File: src/hw/rtl/mmq_pkg.sv
// Package for the multicast message queue: request and result structs,
// request and status codes, sequencer states. No dependencies.
package mmq_pkg;

  typedef enum logic [2:0] {
    REQ_SUBSCRIBE   = 3'd0,
    REQ_UNSUBSCRIBE = 3'd1,
    REQ_PUBLISH     = 3'd2,
    REQ_FETCH       = 3'd3,
    REQ_REMOVE      = 3'd4,
    REQ_SET_CAP     = 3'd5,
    REQ_RSVD_6      = 3'd6,
    REQ_RSVD_7      = 3'd7
  } req_code_t;

  localparam logic [2:0] ST_OK         = 3'd0;
  localparam logic [2:0] ST_ALREADY    = 3'd1;
  localparam logic [2:0] ST_NOT_SUB    = 3'd2;
  localparam logic [2:0] ST_NO_SUBS    = 3'd3;
  localparam logic [2:0] ST_FULL       = 3'd4;
  localparam logic [2:0] ST_EMPTY      = 3'd5;
  localparam logic [2:0] ST_NOT_FOUND  = 3'd6;
  localparam logic [2:0] ST_TABLE_FULL = 3'd7;

  typedef struct packed {
    logic [2:0]  req_type;
    logic [7:0]  subscriber_id;
    logic [31:0] payload;
    logic [4:0]  new_capacity;
  } mmq_in_t;

  typedef struct packed {
    logic [2:0]  status;
    logic [31:0] message_out;
    logic [4:0]  unread_count;
  } mmq_out_t;

  typedef enum logic [2:0] {
    S_IDLE,
    S_DECODE,
    S_FETCH_CHK,
    S_SRCH_CMP,
    S_WALK_RD,
    S_WALK_WR,
    S_DONE
  } mmq_state_t;

endpackage

File: src/hw/rtl/mmq_queue_ram.sv
// Message store: one synchronous RAM holding word and pending-reader count.
// Depends on nothing but its parameters.
module mmq_queue_ram #(
  parameter int DEPTH = 16,
  parameter int DW    = 32,
  parameter int CW    = 4,
  parameter int AW    = 4
) (
  input  logic          clk,
  input  logic          we,
  input  logic [AW-1:0] waddr,
  input  logic [DW-1:0] wword,
  input  logic [CW-1:0] wcnt,
  input  logic [AW-1:0] raddr,
  output logic [DW-1:0] rword,
  output logic [CW-1:0] rcnt
);
  logic [DW+CW-1:0] mem [DEPTH];

  always_ff @(posedge clk) begin
    if (we) mem[waddr] <= {wword, wcnt};
    {rword, rcnt} <= mem[raddr];
  end
endmodule

File: src/hw/rtl/multicast_message_queue_top.sv
// Top level of the multicast message queue: request sequencer, subscriber
// table and message RAM. Depends on mmq_pkg and mmq_queue_ram.
//
//  channel | ports                      | handshake
//  --------+----------------------------+-------------------------------
//  request | in_data (mmq_in_t)         | start & !busy
//  result  | out_data (mmq_out_t)       | out_valid, one cycle, no stall
//
// Every request is busy through the decode and done states; the result strobe
// follows in the next cycle, and a new request can be accepted at the edge that
// ends the strobe cycle. Fetch adds the S_FETCH_CHK state for the RAM read; a
// freed entry is then closed up by copying down each entry behind it.
// Unsubscribe walks from the leaver's first unread entry to the tail. Remove
// compares one entry per cycle, then closes the gap behind the match. A set
// capacity that drops messages copies the kept ones. The walks go through the
// single RAM read/write port pair, a read state and a write state per entry;
// every read is issued after the previous write has landed.
// Reset (synchronous) clears the subscriber valid bits and length and sets the
// capacity to CAPACITY; RAM content is unused until written. The receiver cannot
// stall results.
module multicast_message_queue_top #(
  parameter int CAPACITY        = 16,
  parameter int MAX_SUBSCRIBERS = 8,
  parameter int DATA_BITS       = 32
) (
  input  logic              clk,
  input  logic              rst_n,
  input  logic              start,
  output logic              busy,
  input  mmq_pkg::mmq_in_t  in_data,
  output logic              out_valid,
  output mmq_pkg::mmq_out_t out_data
);
  import mmq_pkg::*;

  localparam int AW = (CAPACITY > 1) ? $clog2(CAPACITY) : 1;
  localparam int LW = $clog2(CAPACITY + 1);
  localparam int SW = (MAX_SUBSCRIBERS > 1) ? $clog2(MAX_SUBSCRIBERS) : 1;
  localparam int TW = $clog2(MAX_SUBSCRIBERS + 1);
  localparam int CW = TW;

  mmq_state_t state_r, state_nxt;
  mmq_in_t    req_r;
  logic [LW-1:0] len_r, len_nxt, cap_r, cap_nxt;
  logic [MAX_SUBSCRIBERS-1:0] sv_r, sv_nxt;
  logic [7:0]    sid_r [MAX_SUBSCRIBERS];
  logic [LW-1:0] sun_r [MAX_SUBSCRIBERS];
  logic [LW-1:0] sun_nxt [MAX_SUBSCRIBERS];
  logic [7:0]    sid_wr;
  logic [SW-1:0] sid_wa;
  logic          sid_we;
  logic [TW-1:0] tot_r, tot_nxt;
  logic [LW-1:0] pos_r, pos_nxt;    // fetch/search position, then write index
  logic [LW-1:0] rd_r, rd_nxt;      // source index during compaction
  logic          filt_r, filt_nxt;  // walk drops one reader per entry
  logic [SW-1:0] slot_r, slot_nxt;
  logic          hit_r, hit_nxt;
  logic [2:0]    st_r, st_nxt;
  logic [31:0]   msg_r, msg_nxt;
  mmq_out_t      out_r, out_nxt;
  logic          ov_r, ov_nxt;

  // RAM port
  logic          we;
  logic [AW-1:0] waddr, raddr;
  logic [DATA_BITS-1:0] wword, rword;
  logic [CW-1:0] wcnt, rcnt;

  mmq_queue_ram #(.DEPTH(CAPACITY), .DW(DATA_BITS), .CW(CW), .AW(AW)) u_ram (
    .clk, .we, .waddr, .wword, .wcnt, .raddr, .rword, .rcnt
  );

  // Subscriber lookup over the small table (independent compares).
  logic          found;
  logic [SW-1:0] found_slot;
  logic          has_free;
  logic [SW-1:0] free_slot;
  always_comb begin
    found = 1'b0; found_slot = '0; has_free = 1'b0; free_slot = '0;
    for (int k = MAX_SUBSCRIBERS - 1; k >= 0; k--) begin
      if (sv_r[k] && sid_r[k] == req_r.subscriber_id) begin
        found = 1'b1; found_slot = SW'(k);
      end
      if (!sv_r[k]) begin
        has_free = 1'b1; free_slot = SW'(k);
      end
    end
  end

  logic [LW-1:0] my_un;
  logic [LW-1:0] first_un;
  logic [LW-1:0] ncap;
  logic [DATA_BITS-1:0] req_word;
  logic [LW-1:0] pos_inc, rd_inc;
  logic          keep;
  assign my_un    = sun_r[found_slot];
  assign first_un = (my_un > len_r) ? '0 : len_r - my_un;
  assign ncap     = (32'(req_r.new_capacity) > CAPACITY) ? LW'(CAPACITY)
                    : LW'(req_r.new_capacity);
  assign req_word = DATA_BITS'(req_r.payload);
  assign pos_inc  = pos_r + 1'b1;
  assign rd_inc   = rd_r + 1'b1;
  // Hold an entry through the walk unless its last reader just left.
  assign keep     = !filt_r || rcnt > CW'(1);

  always_comb begin
    state_nxt = state_r;
    len_nxt = len_r; cap_nxt = cap_r; sv_nxt = sv_r; tot_nxt = tot_r;
    pos_nxt = pos_r; rd_nxt = rd_r; filt_nxt = filt_r;
    slot_nxt = slot_r; hit_nxt = hit_r;
    st_nxt = st_r; msg_nxt = msg_r;
    for (int k = 0; k < MAX_SUBSCRIBERS; k++) sun_nxt[k] = sun_r[k];
    sid_we = 1'b0; sid_wa = '0; sid_wr = req_r.subscriber_id;
    we = 1'b0; waddr = AW'(pos_r); wword = rword; wcnt = rcnt;
    raddr = AW'(rd_r);
    ov_nxt = 1'b0; out_nxt = out_r;
    case (state_r)
      S_IDLE: begin
        if (start) state_nxt = S_DECODE;
      end
      S_DECODE: begin
        st_nxt = ST_OK; msg_nxt = '0; slot_nxt = found_slot; hit_nxt = found;
        filt_nxt = 1'b0;
        state_nxt = S_DONE;
        case (req_r.req_type)
          REQ_SUBSCRIBE: begin
            if (found) st_nxt = ST_ALREADY;
            else if (!has_free) st_nxt = ST_TABLE_FULL;
            else begin
              sv_nxt[free_slot] = 1'b1; sid_we = 1'b1; sid_wa = free_slot;
              sun_nxt[free_slot] = '0; tot_nxt = tot_r + 1'b1;
              slot_nxt = free_slot; hit_nxt = 1'b1;
            end
          end
          REQ_UNSUBSCRIBE: begin
            if (!found) st_nxt = ST_NOT_SUB;
            else begin
              // drop the slot now, then walk its unread tail
              sv_nxt[found_slot] = 1'b0; sun_nxt[found_slot] = '0; hit_nxt = 1'b0;
              if (tot_r != '0) tot_nxt = tot_r - 1'b1;
              pos_nxt = first_un; rd_nxt = first_un; filt_nxt = 1'b1;
              if (first_un < len_r) state_nxt = S_WALK_RD;
            end
          end
          REQ_PUBLISH: begin
            if (tot_r == '0) st_nxt = ST_NO_SUBS;
            else if (len_r >= cap_r || len_r >= LW'(CAPACITY)) st_nxt = ST_FULL;
            else begin
              we = 1'b1; waddr = AW'(len_r); wword = req_word; wcnt = CW'(tot_r);
              len_nxt = len_r + 1'b1;
              for (int k = 0; k < MAX_SUBSCRIBERS; k++)
                if (sv_r[k]) sun_nxt[k] = sun_r[k] + 1'b1;
            end
          end
          REQ_FETCH: begin
            if (!found) st_nxt = ST_NOT_SUB;
            else if (my_un == '0 || len_r == '0) st_nxt = ST_EMPTY;
            else begin
              pos_nxt = first_un; raddr = AW'(first_un);
              sun_nxt[found_slot] = my_un - 1'b1;
              state_nxt = S_FETCH_CHK;
            end
          end
          REQ_REMOVE: begin
            pos_nxt = '0; raddr = '0;
            if (len_r == '0) st_nxt = ST_NOT_FOUND;
            else state_nxt = S_SRCH_CMP;
          end
          REQ_SET_CAP: begin
            if (ncap < len_r) begin
              // keep the newest ncap entries, copied down to the front
              pos_nxt = '0; rd_nxt = len_r - ncap;
              for (int k = 0; k < MAX_SUBSCRIBERS; k++)
                if (sv_r[k] && sun_r[k] > ncap) sun_nxt[k] = ncap;
              if (ncap == '0) len_nxt = '0;
              else state_nxt = S_WALK_RD;
            end
            cap_nxt = ncap;
          end
          default: ;
        endcase
      end
      // Read data of the first unread entry is here: take it, drop a reader.
      S_FETCH_CHK: begin
        msg_nxt = 32'(rword);
        state_nxt = S_DONE;
        if (rcnt <= CW'(1)) begin
          rd_nxt = pos_inc;
          if (pos_inc < len_r) state_nxt = S_WALK_RD;
          else len_nxt = len_r - 1'b1;
        end else begin
          we = 1'b1; wcnt = rcnt - 1'b1;
        end
      end
      // One compare per cycle; the next read is issued alongside.
      S_SRCH_CMP: begin
        if (rword == req_word) begin
          for (int k = 0; k < MAX_SUBSCRIBERS; k++)
            if (sv_r[k] && sun_r[k] != '0 &&
                (sun_r[k] > len_r || len_r - sun_r[k] <= pos_r))
              sun_nxt[k] = sun_r[k] - 1'b1;
          rd_nxt = pos_inc; state_nxt = S_DONE;
          if (pos_inc < len_r) state_nxt = S_WALK_RD;
          else len_nxt = len_r - 1'b1;
        end else if (pos_inc >= len_r) begin
          st_nxt = ST_NOT_FOUND; state_nxt = S_DONE;
        end else begin
          pos_nxt = pos_inc; raddr = AW'(pos_inc);
        end
      end
      // Copy entry rd to pos, read then write, until rd reaches the length.
      S_WALK_RD: begin
        raddr = AW'(rd_r); state_nxt = S_WALK_WR;
      end
      S_WALK_WR: begin
        if (keep) begin
          we = 1'b1; wcnt = filt_r ? rcnt - 1'b1 : rcnt;
          pos_nxt = pos_inc;
        end
        rd_nxt = rd_inc;
        if (rd_inc >= len_r) begin
          len_nxt = keep ? pos_inc : pos_r;
          state_nxt = S_DONE;
        end else state_nxt = S_WALK_RD;
      end
      S_DONE: begin
        ov_nxt = 1'b1;
        out_nxt.status = st_r;
        out_nxt.message_out = msg_r;
        out_nxt.unread_count = hit_r ? 5'(sun_r[slot_r]) : 5'd0;
        state_nxt = S_IDLE;
      end
      default: state_nxt = S_IDLE;
    endcase
  end

  assign busy = (state_r != S_IDLE);
  assign out_valid = ov_r;
  assign out_data = out_r;

  always_ff @(posedge clk) begin
    if (!rst_n) begin
      state_r <= S_IDLE; len_r <= '0; cap_r <= LW'(CAPACITY);
      sv_r <= '0; tot_r <= '0; ov_r <= 1'b0;
    end else begin
      state_r <= state_nxt; len_r <= len_nxt; cap_r <= cap_nxt;
      sv_r <= sv_nxt; tot_r <= tot_nxt; ov_r <= ov_nxt;
    end
    if (start && !busy) req_r <= in_data;
    pos_r <= pos_nxt; rd_r <= rd_nxt; filt_r <= filt_nxt;
    slot_r <= slot_nxt; hit_r <= hit_nxt;
    st_r <= st_nxt; msg_r <= msg_nxt; out_r <= out_nxt;
    for (int k = 0; k < MAX_SUBSCRIBERS; k++) sun_r[k] <= sun_nxt[k];
    if (sid_we) sid_r[sid_wa] <= sid_wr;
  end

  a_busy_out: assert property (@(posedge clk) disable iff (!rst_n)
    out_valid |-> !busy) else $error("result while busy");
  a_len_cap: assert property (@(posedge clk) disable iff (!rst_n)
    len_r <= LW'(CAPACITY)) else $error("length over capacity");
  a_tot: assert property (@(posedge clk) disable iff (!rst_n)
    tot_r == TW'($countones(sv_r))) else $error("subscriber total mismatch");
endmodule
File: config.mk
export PLATFORM = sky130hd
export DESIGN_NAME = multicast_message_queue_top
export DESIGN_NICKNAME = d
export VERILOG_FILES = /design/src/hw/rtl/mmq_pkg.sv /design/src/hw/rtl/mmq_queue_ram.sv /design/src/hw/rtl/multicast_message_queue_top.sv
export SDC_FILE = /design/constraint.sdc
export NUM_CORES = 1
export LEC_CHECK = 0
export ABC_AREA = 1
export BUFFER_PORTS_ARGS = -buffer_cell sky130_fd_sc_hd__buf_2
export CAP_MARGIN = 20
export CORE_UTILIZATION = 50
export CTS_BUF_LIST = sky130_fd_sc_hd__clkbuf_4 sky130_fd_sc_hd__clkbuf_8 sky130_fd_sc_hd__clkbuf_16
export CTS_CLUSTER_DIAMETER = 50
export CTS_CLUSTER_SIZE = 14
export DETAILED_ROUTE_END_ITERATION = 7
export PLACE_DENSITY = 0.66
export SYNTH_ARGS = -nofsm -noshare
export SYNTH_HDL_FRONTEND = slang
export SYNTH_HIERARCHICAL = 1
export SYNTH_SLANG_ARGS = --single-unit
export TNS_END_PERCENT = 20
File: constraint.sdc
create_clock -name clk -period 7.01 [get_ports clk]
set_clock_uncertainty 0.05 [all_clocks]
set_input_delay 0.3505 -clock clk [delete_from_list [all_inputs] [get_ports clk]]
set_output_delay 0.3505 -clock clk [all_outputs]
set_load 0.01 [all_outputs]
# [Word level (Yosys, flattened, before mapping)]
# Memory sizes are Yosys's and may differ from the RTL's. A register that Yosys moved wholly into a read port is not among the register bits.
# Cells that the tools add are included.
[word_totals] mem_count=3 word_cells=414 in_bits=51 mem_bits_rw=680 register_bits=159 latchBits=0 mem_bits_ro=0 output_inout_bits=42
[mem_list] name="u_ram.mem" words=16 width=36 read_ports=1 rd_ports_with_merged_regs=1 write_ports=1 line="mmq_queue_ram.sv:18" text="logic [DW+CW-1:0] mem [DEPTH];"
[mem_list] name="sid_r" words=8 width=8 read_ports=8 rd_ports_with_merged_regs=0 write_ports=1 line="multicast_message_queue_top.sv:46" text="logic [7:0] sid_r [MAX_SUBSCRIBERS];"
[mem_list] name="sun_r" words=8 width=5 read_ports=10 rd_ports_with_merged_regs=1 write_ports=8 line="multicast_message_queue_top.sv:47" text="logic [LW-1:0] sun_r [MAX_SUBSCRIBERS];"
[classes] eq_ne=42 n_mux=184 reduce_logical=80 order_cmp=43 mul=0 addsub=34 n_div=0 bitwise=9 n_shift=0
[ops] operator="two-way mux 40 bit" n=9
[ops] operator="two-way mux 5 bit" n=46
[ops] operator="one-hot mux 40 bit (5 select lines)" n=1
[ops] operator="two-way mux 32 bit" n=4
[ops] operator="two-way mux 3 bit" n=37
[ops] operator="greater-than comparator 5 bit" n=17
[ops] operator="bitwise AND 40 bit" n=2
[ops] operator="inverter 40 bit" n=2
[ops] operator="one-hot mux 40 bit (2 select lines)" n=1
[ops] operator="two-way mux 4 bit" n=18
[ops] operator="== test 8 bit" n=8
[ops] operator="one-hot mux 32 bit (2 select lines)" n=1
[ops] operator="one-hot mux 5 bit (4 select lines)" n=3
[ops] operator="adder 5 x 1 -> 5 bit (second input constant)" n=11
[ops] operator="subtractor 5 x 1 -> 5 bit (second input constant)" n=10
[ops] operator="subtractor 5 bit" n=10
[ops] operator="bitwise mux 40 bit" n=1
[ops] operator="less-or-equal comparator 5 bit" n=8
[ops] operator="nonzero test 5 bit" n=8
[ops] operator="logical AND 1 bit" n=37
[ops] operator="two-way mux 1 bit" n=34
[ops] operator="== test 32 bit" n=1
[ops] operator="demux 5 bit (select 3 bit)" n=2
[ops] operator="two-way mux 8 bit" n=3
[ops] operator="50 further kinds" n=118

# [Longest topological paths before layout]
# Gate-level depths: netlist of run 1.
# An unclocked memory read counts as a cell.
[depth] depth_word=21 depth_mapped=43

# [Modules after synthesis]
# The synthesis of run 1 kept the hierarchy.
[by_module_without_submodules] mod="mmq_queue_ram" area_per_inst_um2=25394.4 instances=1 cells_per_inst=2379
[by_module_without_submodules] mod="multicast_message_queue_top" area_per_inst_um2=20410.8 instances=1 cells_per_inst=2579

# [Worst setup path after synthesis of run 1]
# OpenSTA, ideal clock, no wires.
[synth_timing] path_kind="flip-flop to flip-flop" start="register len_r[1]" end="memory u_ram/mem[12][0] in the netlist's numbering (enable)" path_stages_with_launch=13 slack_ns=2.139 arrival_ns=4.391 path_cell_list="dfxtp_1 > ha_1 > o21a_1 > o21a_1 > o21a_1 > o21ai_0 > nand2_1 > nor2_1 > nand2_1 > clkbuf_1 > o21ai_0 > nand3_1 > nor2_1"
[synth_between] word_cells_on_any_way=13 classes_between="order compare: 2; mux: 10; reduce/logical: 1"
[synth_rtl] item="from (decl)" line="multicast_message_queue_top.sv:44" text="logic [LW-1:0] len_r, len_nxt, cap_r, cap_nxt;"
[synth_rtl] item="from (signal assigned)" line="multicast_message_queue_top.sv:246" text="state_r <= state_nxt; len_r <= len_nxt; cap_r <= cap_nxt;"
[synth_rtl] item="greater-or-equal comparator 5 bit" line="multicast_message_queue_top.sv:147" text="else if (len_r >= cap_r || len_r >= LW'(CAPACITY)) st_nxt = ST_FULL;"
[synth_rtl] item="logical OR 1 bit *" line="multicast_message_queue_top.sv:147"
[synth_rtl] item="two-way mux 4 bit *" line="multicast_message_queue_top.sv:147"
[synth_rtl] item="two-way mux 4 bit *" line="multicast_message_queue_top.sv:146" text="if (tot_r == '0) st_nxt = ST_NO_SUBS;"
[synth_rtl] item="two-way mux 4 bit *" line="multicast_message_queue_top.sv:125" text="case (req_r.req_type)"
[synth_rtl] item="two-way mux 4 bit *" line="multicast_message_queue_top.sv:117" text="case (state_r)"
[synth_rtl] item="via waddr[3]" line="multicast_message_queue_top.sv:65" text="logic [AW-1:0] waddr, raddr;"
[synth_rtl] item="to (decl)" line="mmq_queue_ram.sv:18"
# The timed path passes the listed nets; every way through them passes the cells marked *.

# [Worst setup path in the final report of run 1]
[layout_timing] start="register req_r, in the netlist sid_wr[5]" end="register u_ram.rword[13], read port of u_ram.mem"
[layout_between] elab_chain_len=17 word_cells_on_any_way=42 classes_between="add/sub: 1; order compare: 1; eq/ne: 8; mux: 21; reduce/logical: 10; memory: 1"
[layout_lines] item="from (decl)" line="multicast_message_queue_top.sv:43" text="mmq_in_t req_r;"
[layout_lines] item="from (signal assigned)" line="multicast_message_queue_top.sv:249" text="if (start && !busy) req_r <= in_data;"
[layout_lines] item="== test 8 bit" line="multicast_message_queue_top.sv:81" text="if (sv_r[k] && sid_r[k] == req_r.subscriber_id) begin"
[layout_lines] item="logical AND 1 bit" line="multicast_message_queue_top.sv:81"
[layout_lines] item="two-way mux 3 bit (8 in series)" line="multicast_message_queue_top.sv:81"
[layout_lines] item="memory (8 x 5 bit)"
[layout_lines] item="subtractor 5 bit, or another cell as far along" line="multicast_message_queue_top.sv:97" text="assign first_un = (my_un > len_r) ? '0 : len_r - my_un;"
[layout_lines] item="two-way mux 5 bit or logical OR 1 bit (tied branches)" line="multicast_message_queue_top.sv:97, multicast_message_queue_top.sv:157"
[layout_lines] item="two-way mux 4 bit" line="multicast_message_queue_top.sv:157" text="else if (my_un == '0 || len_r == '0) st_nxt = ST_EMPTY;"
[layout_lines] item="two-way mux 4 bit *" line="multicast_message_queue_top.sv:156" text="if (!found) st_nxt = ST_NOT_SUB;"
[layout_lines] item="one-hot mux 4 bit (2 select lines) *" line="multicast_message_queue_top.sv:125"
[layout_lines] item="one-hot mux 4 bit (2 select lines) *" line="multicast_message_queue_top.sv:117"
[layout_lines] item="via raddr[0]" line="multicast_message_queue_top.sv:65"
[layout_lines] item="to (decl)" line="mmq_queue_ram.sv:15" text="output logic [DW-1:0] rword,"
# Marked as above.
# A chain may end at the register's enable or synchronous reset.

==> results of run 1 <==
routing by layer:
layer / up-vias / global-route usage, %
li1: 16894 / -
met1: 16528 / 35.90
met2: 1518 / 46.31
met3: 364 / 4.082
met4: 0 / 14.39
met5: - / 0
metrics by stage:
stage	hold slack, ns	power [mW]	cell area (sq um)
floorplan	0.3503	15.93	45810
global placement	0.3513	19.33	47970
detailed placement	0.3545	19.57	47990
CTS	0.08759	25.21	52060
global route	0.1298	26.93	52070
finish	0.1259	25.22	52070
flip-flops by register name, indices dropped and copies added (netlist names), 8 cells and up:
name	flops
u_ram/mem	576
sid_r	64
out_data	40
sun_r	40
msg_r	32
req_word	32
u_ram/rword	32
req_r	8
sid_wr	8
sv_r	8
worst register-to-register path: cells and delay by family (launching register included):
kind	cells	cell delay (ns)
flip-flops	1	0.74
AND/OR/NAND/NOR	28	3.81
adder cells (fa/ha/maj)	1	0.28
AO/OA/AOI/OAI	3	0.40
buffers and inverters	5	1.05
repair_timing:
item	in CTS	in global routing
endpoints found under the setup margin	0	0
hold endpoints to repair	48	0
setup buffers	0	0
hold buffers	48	0
placed cells by master (no fill, tap or decap), types with 17 or more instances in the layout:
cell type	n
clkinv_1	21
edfxtp_1	818
nand3_1	580
o21ai_0	231
dfxtp_1	62
o21ai_1	17
buf_2	92
nor2_4	34
nor3_1	26
xor2_1	36
nand4_1	49
a31oi_1	23
nor2_1	211
nand2_1	1301
ha_1	184
buf_4	87
a21oi_1	216
clkbuf_16	103
dlygate4sd3_1	48
inv_2	21
buf_12	17
xnor2_1	21
inv_1	748
o221ai_1	20
cell usage after synthesis (15+ instances only):
| master | n |
|---|---|
| clkinv_1 | 19 |
| buf_4 | 28 |
| buf_1 | 19 |
| clkbuf_1 | 73 |
| dfxtp_1 | 62 |
| nand2_1 | 1307 |
| nand3_1 | 580 |
| o21ai_0 | 233 |
| a21oi_1 | 216 |
| nor3_1 | 29 |
| a31oi_1 | 23 |
| xor2_1 | 36 |
| xnor2_1 | 21 |
| buf_2 | 52 |
| o21ai_1 | 15 |
| o221ai_1 | 20 |
| edfxtp_1 | 818 |
| nor2_1 | 232 |
| nor2_4 | 16 |
| nand4_1 | 49 |
| ha_1 | 184 |
| o211ai_1 | 16 |
| inv_1 | 748 |
| inv_2 | 19 |
area by class of cell:
cell class              instances  area, sq um  share of cell area, %
flip-flops and latches        880        25800                  49.55
multi-input cells            3108        16300                  31.31
inverters                     788         2969                  5.702
clock buffers                 123         2771                  5.322
well taps                    1176         1471                  2.826
repair buffers                244         1934                  3.715
clock inverters                68        820.8                  1.576
path summary, 6_finish.rpt:
check,start,to,cells past startpoint
setup / recovery,sid_wr[5],u_ram/rword[13],37
hold / removal,rst_n,cap_r[4],2
setup reg to reg,sid_wr[5],u_ram/rword[13],37
hold reg to reg,msg_r[13],out_data[18],0
power by group through the flow:
stage | sequential, mW | clock (mW) | combinational, mW
CTS | 7.70 | 5.66 | 11.9
detailed placement | 7.80 | 0 | 11.8
global route | 7.76 | 5.86 | 13.3
finish | 7.71 | 5.58 | 11.9
floorplan | 7.60 | 0 | 8.33
global placement | 7.79 | 0 | 11.5
cell families (layout without fill, tap and decap cells):
| kind of cell | count (synthesis) | count (layout) | share of synthesized area (%) |
|---|---|---|---|
| simple gates | 2275 | 2275 | 21.44 |
| compound gates | 580 | 580 | 7.094 |
| xor+xnor | 58 | 58 | 1.125 |
| buf+inv | 970 | 1223 | 8.495 |
| flops | 880 | 880 | 56.34 |
| fa+ha+maj | 195 | 195 | 5.507 |
==> metrics.csv, run 1 <==
metric,value,unit
status,"finished, final reports clean",
finalNetCount,5370,
die-area,92820,sq um
vias,35304,
yosysSeqAreaShare,56.34,%
cts-resized-gates,0,
placedCellCount,6146,
crit_fanout,189,
cts_tree,yes,
fin_crit_sh,91.04,%
worstMarginPinSlew,1.302,ns
rows,110,
p_sw_share,43.66,%
hold_class,input pin to register,
wl_met3,9744,um
syn-num-nets,5204,
syn_to_final_growth,13.69,%
max_cap_violations,0,
syn_area,45810,sq um
grt_max_degree,190,
cts_made_buffers,102,
slew_headroom,13.23,%
place.gp.congestion,0.9988,
grt_pass1_vias,33545,
yosysTopAreaCell,edfxtp_1,
clock_latency,0.70,ns
yosys.cell_types.count,63,
slew_viol_final,0,
via_per_inst,5.527,
clkPwrFrac,22.1,%
top_layer_used,met4,
grt_pass1_wl,198600,um
antenna_cells,0,
synth_cells,4958,
core,90420,sq um
start_util,50.66,%
fill_cells,7767,
drc,0,
critPathCaptureType,register,
detailedPlace.worstSlack,0.8493,ns
setup_ws,0.6281,ns
synth_top_area_share,53.63,%
root_buffer,clkbuf_16,
yosysWarnings,6,
antenna_left,0,
critPathKind,register to register,
hpwlAfterDp,80640,um
io_pins,93,
cts-htree-levels,3,
finalSetupViolCount,0,
rsz0062_at_grt,no,
internal-power,14.21,mW
power_density,484.3,nW/um^2
critPathBufInv,5,
clkTransAtPathRegs,0.06,ns
critPathLaunchType,register,
cpPeakStageDelay,0.74,ns
power.share.sequential,30.6,%
wl_per_cell,20.48,um
crit_family,simple AND/OR/NAND/NOR gates,
die_y,304.7,um
power_frac_comb,47.3,%
clock-sinks,880,
final_cells,6387,
cp_common_cell,nand2_1,
cp.required,7.61,ns
leakage,22.44,nW
fin_crit,6.382,ns
wl_met2,62250,um
final_hold_viol_count,0,
critPathArrivalTime,6.98,ns
finalWirelength,130800,um
synth-main-ff-cell,edfxtp_1,
synth-edff-count,818,
portBuffers,92,
clk_path_buf_depth,3,
ir_drop,0.0004638,V
wl_met1,52220,um
yosys-top-cells-area,"edfxtp_1, nand2_1, nand3_1",
syn_avg_cell_area,9.239,sq um
grt_overflow,0,
async_reset_ff_share,0,%
tns,0,ns
drive_above_1_share,9.672,%
post-route-util,57.59,%
drtPass1Iterations,6,
drtIter0Drc,3457,
switchingPower,11.01,mW
rrSetupSlack,0.63,ns
cpMaxStageDelayCell,edfxtp_1,
ys_ff_latch,880,
die_x,304.7,um
track_usage,28.02,%
fmax,156.7,MHz
antenna_found_initial,0,
No activity file was read; power rests on OpenSTA's default activity.
==> run 2: changes to the inputs <==
==> constraint.sdc (replaced) <==
create_clock -name clk -period 7.01 [get_ports clk]
set_clock_uncertainty 0.05 [all_clocks]
set_input_delay 0.701 -clock clk [delete_from_list [all_inputs] [get_ports clk]]
set_output_delay 0.701 -clock clk [all_outputs]
set_load 0.01 [all_outputs]
==> metrics.csv, run 2 (synthesis results as in run 1) <==
metric,value,unit
io_pins,93,
core,90420,sq um
finalSetupViolCount,0,
largest_reg_flops,576,
via_per_inst,5.552,
grt_pass1_vias,33349,
cts_made_buffers,102,
critPathArrivalTime,6.88,ns
clock_latency,0.70,ns
drc,7,
critPathKind,register to register,
placedCellCount,6146,
clk_path_buf_depth,3,
slew_viol_final,0,
ir_drop,0.0004675,V
crit_fanout,96,
portBuffers,92,
clock-sinks,880,
final_common_cell,nand2_1,
max_cap_violations,0,
drtIter0Drc,3609,
grt_max_degree,190,
cpPeakStageDelay,0.74,ns
antenna_cells,0,
vias,35196,
critPathCaptureType,register,
rsz0062_at_grt,no,
post_cts_buffers,0,
finalNetCount,5322,
final_cells,6339,
slew_headroom,12.88,%
die_x,304.7,um
cp_common_cell,nand2_1,
track_usage,27.94,%
drtPass1Iterations,8,
tns,0,ns
start_util,50.66,%
die_y,304.7,um
fin_crit,6.289,ns
fin_crit_sh,89.72,%
placedInstanceArea,47990,sq um
cp.required,7.61,ns
wl_per_cell,20.57,um
antenna_left,0,
critPathLaunchType,register,
top_regs,"u_ram/mem: 576 flops, sid_r: 64 flops",
grt_pass1_wl,197900,um
root_buffer,clkbuf_16,
hold_class,input pin to register,
layout_common_cells,"nand2_1, edfxtp_1, inv_1, nand3_1, o21ai_0",
leakage,22.24,nW
power_density,488.4,nW/um^2
clkTransAtPathRegs,0.06,ns
antenna_found_initial,0,
postCtsHoldBufs,0,
place.gp.congestion,0.9988,
hpwlAfterDp,80640,um
cts-htree-levels,3,
die-area,92820,sq um
rrSetupSlack,0.72,ns
drive_above_1_share,9.762,%
fmax,159.0,MHz
syn_to_final_growth,12.64,%
worstMarginPinSlew,1.307,ns
finalWirelength,130400,um
cpMaxStageDelayCell,edfxtp_1,
finalInstanceArea,51590,sq um
cts_tree,yes,
rows,110,
status,"complete, but fails checks",
cts-resized-gates,0,
grt_overflow,0,
final_hold_viol_count,0,
regMostFlops,u_ram/mem,
failed_checks,design-rule violations,
run 2: cell count changes in the layout (fill, tap and decap cells not counted), sizes merged:
| cell | previous run | this run |
|---|---|---|
| dlygate4sd3 | 48 | 0 |
run 2: stage by stage:
| stage | utilization, % | total power [mW] | hold slack, ns | setup WS, ns |
|---|---|---|---|---|
| 3_5_place_dp | 53.07 | 19.57 | 0.3545 | 0.8493 |
| 2_1_floorplan | - | 15.93 | 0.3503 | 2.139 |
| 3_3_place_gp | 53.05 | 19.33 | 0.3513 | 0.9204 |
| 4_1_cts | 57.04 | 25.19 | 0.08415 | 0.7909 |
| 5_1_grt | 57.06 | 26.90 | 0.1016 | 0.1856 |
| 6_report | 57.06 | 25.20 | 0.1255 | 0.7207 |
run 2: path summary, 6_finish.rpt:
kind	start	end	cells after the start
worst min-delay path	in_data[28]	req_word[23]	1
worst max-delay path	sid_wr[5]	u_ram/rword[13]	38
worst max register to register	sid_wr[5]	u_ram/rword[13]	38
worst min register to register	msg_r[13]	out_data[18]	0
run 2: final cells by class:
type	count	area (sq um)
clock buffers	123	2771
clock inverters	68	820.8
fillers	7802	38830
inverters	788	2969
multi-input cells	3108	16300
flip-flops and latches	880	25800
well taps	1176	1471
repair buffers	196	1454
run 2: where the power goes:
part           switching [mW]  leakage [nW]  internal, mW
Combinational            8.19          12.5          3.73
Clock                    2.26          1.76          3.31
Sequential              0.560          7.95          7.15
run 2: worst max-delay path: cells and delay by family, from the launching register on:
family | cells | cell delay [ns]
DFF | 1 | 0.74
and+or+nand+nor | 28 | 3.13
adders and majority gates | 1 | 0.28
buffers and inverters | 6 | 1.35
AOI/OAI and AO/OA | 3 | 0.57
run 2: layer usage:
layer | routed length (um) | global-route usage (%) | up-vias
li1 | - | - | 16806
met1 | 52170 | 35.90 | 16475
met2 | 61970 | 46.11 | 1557
met3 | 9715 | 3.964 | 358
met4 | 6563 | 14.39 | 0
met5 | 0 | 0 | -
